<file path="src/sv/iou_pkg.sv">
// ----------------------------------------------------------------------------
// iou_pkg
// Shared types and constants of the box match table.
// ----------------------------------------------------------------------------
package iou_pkg;

    localparam logic [1:0] OP_CLEAR = 2'd0;
    localparam logic [1:0] OP_LOAD  = 2'd1;
    localparam logic [1:0] OP_QUERY = 2'd2;

    localparam logic CFG_OVERLAP = 1'b0;
    localparam logic CFG_EXTEND  = 1'b1;

    localparam int CFG_W      = 11;
    localparam int OVERLAP_W  = 9;
    localparam int EXTEND_W   = 11;
    localparam int COORD_W    = 13;
    localparam int REF_XY_W   = 16;
    localparam int REF_WH_W   = 17;
    localparam int INTER_W    = 26;
    localparam int ENCL_W     = 34;

    localparam logic [OVERLAP_W-1:0] OVERLAP_RESET = 9'd128;
    localparam logic [EXTEND_W-1:0]  EXTEND_RESET  = 11'd256;

    typedef struct packed {
        logic signed [REF_XY_W-1:0] x;
        logic signed [REF_XY_W-1:0] y;
        logic [REF_WH_W-1:0]        w;
        logic [REF_WH_W-1:0]        h;
        logic [7:0]                 label;
        logic [7:0]                 direction;
        logic                       used;
    } entry_t;

    typedef struct packed {
        logic                valid;
        logic                found;
        logic [7:0]          label;
        logic                used;
        logic [7:0]          direction;
        logic [COORD_W-1:0]  x;
        logic [COORD_W-1:0]  y;
        logic [COORD_W-1:0]  w;
        logic [COORD_W-1:0]  h;
    } token_t;

endpackage

</file>
<file path="src/sv/iou_cell.sv">
// ----------------------------------------------------------------------------
// iou_cell
// One table entry: compares the passing detection with its box, two stages.
// ----------------------------------------------------------------------------
module iou_cell
    import iou_pkg::*;
(
    input  logic                 clk,
    input  logic                 rst_n,
    input  logic                 active,
    input  logic [OVERLAP_W-1:0] ratio,
    input  logic                 we,
    input  entry_t               wr_entry,
    input  token_t               tok_in,
    output token_t               tok_out
);

    entry_t              entry_reg;
    token_t              tok_a_reg;
    logic [INTER_W-1:0]  inter_reg;
    logic [ENCL_W-1:0]   encl_reg;
    token_t              tok_b_reg;

    logic signed [19:0] dx0, dx1, dy0, dy1, rx0, rx1, ry0, ry1;
    logic signed [19:0] iw, ih, ew, eh;
    logic [INTER_W-1:0] inter;
    logic [ENCL_W-1:0]  encl;
    logic [42:0]        need;
    logic               hit;
    token_t             tok_b_next;

    always_comb
    begin
        dx0 = {7'b0, tok_in.x};
        dx1 = dx0 + {7'b0, tok_in.w};
        dy0 = {7'b0, tok_in.y};
        dy1 = dy0 + {7'b0, tok_in.h};
        rx0 = {{4{entry_reg.x[REF_XY_W-1]}}, entry_reg.x};
        rx1 = rx0 + {3'b0, entry_reg.w};
        ry0 = {{4{entry_reg.y[REF_XY_W-1]}}, entry_reg.y};
        ry1 = ry0 + {3'b0, entry_reg.h};
        iw  = ((dx1 < rx1) ? dx1 : rx1) - ((dx0 > rx0) ? dx0 : rx0);
        ih  = ((dy1 < ry1) ? dy1 : ry1) - ((dy0 > ry0) ? dy0 : ry0);
        ew  = ((dx1 > rx1) ? dx1 : rx1) - ((dx0 < rx0) ? dx0 : rx0);
        eh  = ((dy1 > ry1) ? dy1 : ry1) - ((dy0 < ry0) ? dy0 : ry0);
        // overlap never exceeds the detection size when positive
        inter = (iw > 20'sd0 && ih > 20'sd0) ? (INTER_W'(iw[12:0]) * INTER_W'(ih[12:0]))
                                              : '0;
        encl  = ENCL_W'(ew[16:0]) * ENCL_W'(eh[16:0]);
    end

    always_comb
    begin
        need = 43'(ratio) * 43'(encl_reg);
        hit  = (encl_reg != '0) && ({9'b0, inter_reg, 8'b0} >= need);
        tok_b_next = tok_a_reg;
        if (active && !tok_a_reg.found)
        begin
            tok_b_next.used      = entry_reg.used;
            tok_b_next.direction = entry_reg.direction;
            tok_b_next.found     = hit;
            tok_b_next.label     = hit ? entry_reg.label : 8'd0;
        end
    end

    always_ff @(posedge clk)
    begin
        if (we)
        begin
            entry_reg <= wr_entry;
        end
    end

    always_ff @(posedge clk or negedge rst_n)
    begin
        if (!rst_n)
        begin
            tok_a_reg.valid <= 1'b0;
            tok_b_reg.valid <= 1'b0;
        end
        else
        begin
            tok_a_reg <= tok_in;
            tok_b_reg <= tok_b_next;
        end
    end

    always_ff @(posedge clk)
    begin
        inter_reg <= inter;
        encl_reg  <= encl;
    end

    assign tok_out = tok_b_reg;

endmodule

</file>
<file path="config.mk">
export PLATFORM = sky130hd
export DESIGN_NAME = iou_cell
export DESIGN_NICKNAME = d
export VERILOG_FILES = /design/src/sv/iou_pkg.sv /design/src/sv/iou_cell.sv
export SDC_FILE = /design/constraint.sdc
export NUM_CORES = 2
export LEC_CHECK = 0
export BUFFER_PORTS_ARGS = -buffer_cell sky130_fd_sc_hd__buf_4
export CORE_AREA = 2 2 376 378
export DETAILED_ROUTE_END_ITERATION = 7
export DIE_AREA = 0 0 378 380
export RECOVER_POWER = 100
export SLEW_MARGIN = 40
export SYNTH_ARGS = -nofsm -noshare
export SYNTH_HDL_FRONTEND = slang
export SYNTH_SLANG_ARGS = --single-unit
</file>
<file path="constraint.sdc">
create_clock -name clk -period 20.3 [get_ports clk]
set_input_delay 1.015 -clock clk [delete_from_list [all_inputs] [get_ports clk]]
set_output_delay 1.015 -clock clk [all_outputs]
set_load 0.01 [all_outputs]
</file>
==> impl_metrics.py <==
metrics = {
    "critical_path": {
        "critPathTopFamily": "compound AO/OA/AOI/OAI gates",
        "crit_type": "primary input to register",
        "crit_slowest_cell": "a2111oi_0",
        "cp.required_ps": 20660,
        "path_buf_inv": 8,
        "crit_top_cell": "fa_1",
        "cp_max_fo": 28,
        "max_stage_delay_ps": 1010,
        "worstSetupStartpointType": "primary input",
        "cp_data_arrival_time_ps": 14610,
        "cp-end-kind": "register",
    },
    "global_routing": {
        "antenna_found_initial": 3,
        "grt_remaining_overflow": 0,
        "grt_pass1_wl_um": 184000,
        "grt_pass1_vias": 33211,
        "grt_start_max_net_pins": 88,
        "grt_usage_pct": 16.2,
    },
    "finish": {
        "syn2layout_area_growth_pct": 11.5,
        "final_core_util_pct": 33.3,
        "finalNonFillerCells": 6511,
        "largest_reg_flops": 83,
        "drive_gt1_share_pct": 6.35,
        "fin_nets": 5805,
    },
    "place": {
        "globalplace.congestion": 0.885,
        "portBuffers": 237,
        "dp_hpwl_um": 92000,
        "place_inst": 6447,
    },
    "clocking": {
        "cts_max_path_buffers": 3,
        "root_buffer": "clkbuf_16",
        "ctsHoldBuffers": 0,
        "clk_pin_slew_ps": 60,
        "insertion_delay_ps": 600,
        "cts_setup_buffers": 0,
        "clock-sinks": 285,
        "cts-resized-gates": 0,
        "htree_num_levels": 2,
        "cts_tree": "yes",
        "numCtsBuffers": 35,
    },
    "flow_run": {
        "max_cap_viol_count": 6,
    },
    "synth": {
        "synthArstFlopShare_pct": 0.702,
        "ys_seq_area_share_pct": 19.1,
        "synth_top_cell_area_share_pct": 27.9,
        "ys_seq_elements": 285,
        "yosys-top-cells-area": "fa_1, edfxtp_1, ha_1, inv_1, nand2_1",
        "ys.flop_type": "edfxtp_1",
        "syn_area_um2": 41500,
        "synth_edf_count": 223,
        "synth_nets": 5613,
        "ys_warn_count": 0,
        "synth_top_area_cell": "fa_1",
        "synth_cells": 4416,
        "ys_types": 83,
        "avgSynthCellArea_um2": 9.40,
    },
    "timing": {
        "setup_violations": 0,
        "finalHoldViolCount": 0,
        "finClkSkew_ps": 46.2,
        "worst-slew-pin-transition_ps": 4650,
        "fin_tns_setup_ps": 0,
        "timing.hold.ws_ps": 361,
        "slew_headroom_pct": -210,
        "clock.fmax_mhz": 70.2,
        "period_minus_slack_ps": 14250,
        "final_max_slew_viol_count": 293,
        "rsz0062_at_grt": "no",
        "finalCritPeriodShare_pct": 70.2,
    },
    "detailed_routing": {
        "wirelength_um": 115000,
        "first_pass_iters": 6,
        "vias": 31401,
        "wl_per_cell_um": 17.6,
        "drc_errors": 0,
        "postRouteAntennaNets": 0,
        "drt-initial-drc-count": 1706,
        "viasPerCell": 4.82,
    },
    "floorplan": {
        "num_rows": 137,
        "die_area_um2": 144000,
        "io_pins": 238,
        "die_x_um": 378,
        "core-area_um2": 139000,
        "die_h_um": 380,
        "initial_utilization_pct": 29.8,
    },
    "outcome": {
        "status": "finished with violations",
        "failed_checks": "max-capacitance violations, max-slew violations",
    },
    "hold_path": {
        "hp-class": "register to register",
    },
}
[path summary, 6_finish.rpt]
kind	start	endpoint	slack, ps	cells after the start
setup / recovery	tok_in[39]	inter_reg[25]	6050	50
hold / removal	tok_a_reg[70]	tok_out[70]	360	0
setup reg to reg	entry_reg[52]	encl_reg[33]	6190	51
hold reg to reg	tok_a_reg[70]	tok_out[70]	360	0
max in group asynchronous	rst_n	tok_a_reg[70]	13550	2
min in group asynchronous	rst_n	tok_out[70]	5000	2
[Yosys cell counts, types with 8 or more instances]
master and number:
and3_1 10, buf_1 10, nor2_1 271, nand3_1 41
ha_1 452, edfxtp_1 223, o21bai_1 14, o21a_1 37
nor4_1 19, or3_1 22, mux2_2 30, and2_1 145
a21oi_1 137, mux2i_1 79, a2111oi_0 8, a31oi_1 16
fa_1 578, inv_1 713, o211ai_1 14, nor2b_1 67
o31ai_1 10, nand2_1 566, o31a_1 8, xnor2_1 110
nor3b_1 14, o21ai_0 119, nand2b_1 87, xor2_1 79
dfxtp_1 60, clkbuf_1 127, nor3_1 66, o41ai_1 13
a211oi_1 22, nand4_1 23, or2_2 11, a21o_1 72
o2111ai_1 8, a21boi_0 11
[cells in the final DEF, fill, tap and decap left out, types with 9 or more instances in the layout]
master / netlist / final
or2_2: 11 / 10
a21oi_1: 137 / 137
a2111oi_0: 8 / 9
o211ai_1: 14 / 14
o21bai_1: 14 / 14
inv_1: 713 / 713
nand2_1: 566 / 566
a21o_1: 72 / 72
o21a_1: 37 / 37
nand3_1: 41 / 41
mux2_2: 30 / 30
clkbuf_1: 127 / 139
nor2b_1: 67 / 67
and3_1: 10 / 10
clkbuf_4: 0 / 102
nor3b_1: 14 / 14
nor4_1: 19 / 19
xnor2_1: 110 / 102
a211oi_1: 22 / 22
or3_1: 22 / 22
edfxtp_1: 223 / 223
mux2i_1: 79 / 79
nor2_1: 271 / 270
o31ai_1: 10 / 10
a21boi_0: 11 / 12
buf_4: 2 / 64
and2_1: 145 / 144
ha_1: 452 / 452
o41ai_1: 13 / 13
o21ai_0: 119 / 121
dfxtp_1: 60 / 60
clkbuf_16: 0 / 36
nand2b_1: 87 / 87
nor3_1: 66 / 65
fa_1: 578 / 578
a31oi_1: 16 / 16
xor2_1: 79 / 74
nand4_1: 23 / 23
[stage by stage]
stage | setup WS [ps] | area, um^2
after global placement | 6160 | 45600
after floorplan | 7080 | 41500
after global routing | 5040 | 46300
after detailed placement | 6010 | 45700
after CTS | 6490 | 46800
final | 6050 | 46300
[cells by family (layout without fill, tap and decap cells)]
| family | after synthesis | after routing | synth area share (%) |
|---|---|---|---|
| other | 0 | 2 | 0 |
| muxes | 111 | 111 | 2.79 |
| buffers and inverters | 857 | 1074 | 7.82 |
| adders and majority gates | 1032 | 1032 | 41.5 |
| and+or+nand+nor | 1367 | 1367 | 15.4 |
| AOI/OAI and AO/OA | 572 | 572 | 9.19 |
| DFF | 285 | 285 | 19.1 |
| xor gates and xnor gates | 192 | 192 | 4.13 |
[routing by layer]
layer	track usage (%)	vias to the layer above	wire length (um)
met3	3.09	200	7420
met5	0.371	-	76
met2	26.8	916	53700
li1	-	14760	-
met1	20.9	15523	49200
met4	5.92	2	4460
[final cells by class]
cell class,instances,area [um^2]
Antenna cell,2,5.00
Clock buffer,42,923
Clock inverter,20,194
Fill cell,14475,92900
Inverter,713,2680
Multi-Input combinational cell,3274,30500
Sequential cell,285,7950
Tap cell,1876,2350
Timing Repair Buffer,299,1750
Power is left out: the tool's default activity adds up to more than one toggle a clock period on the data nets, which glitch-free logic cannot reach.
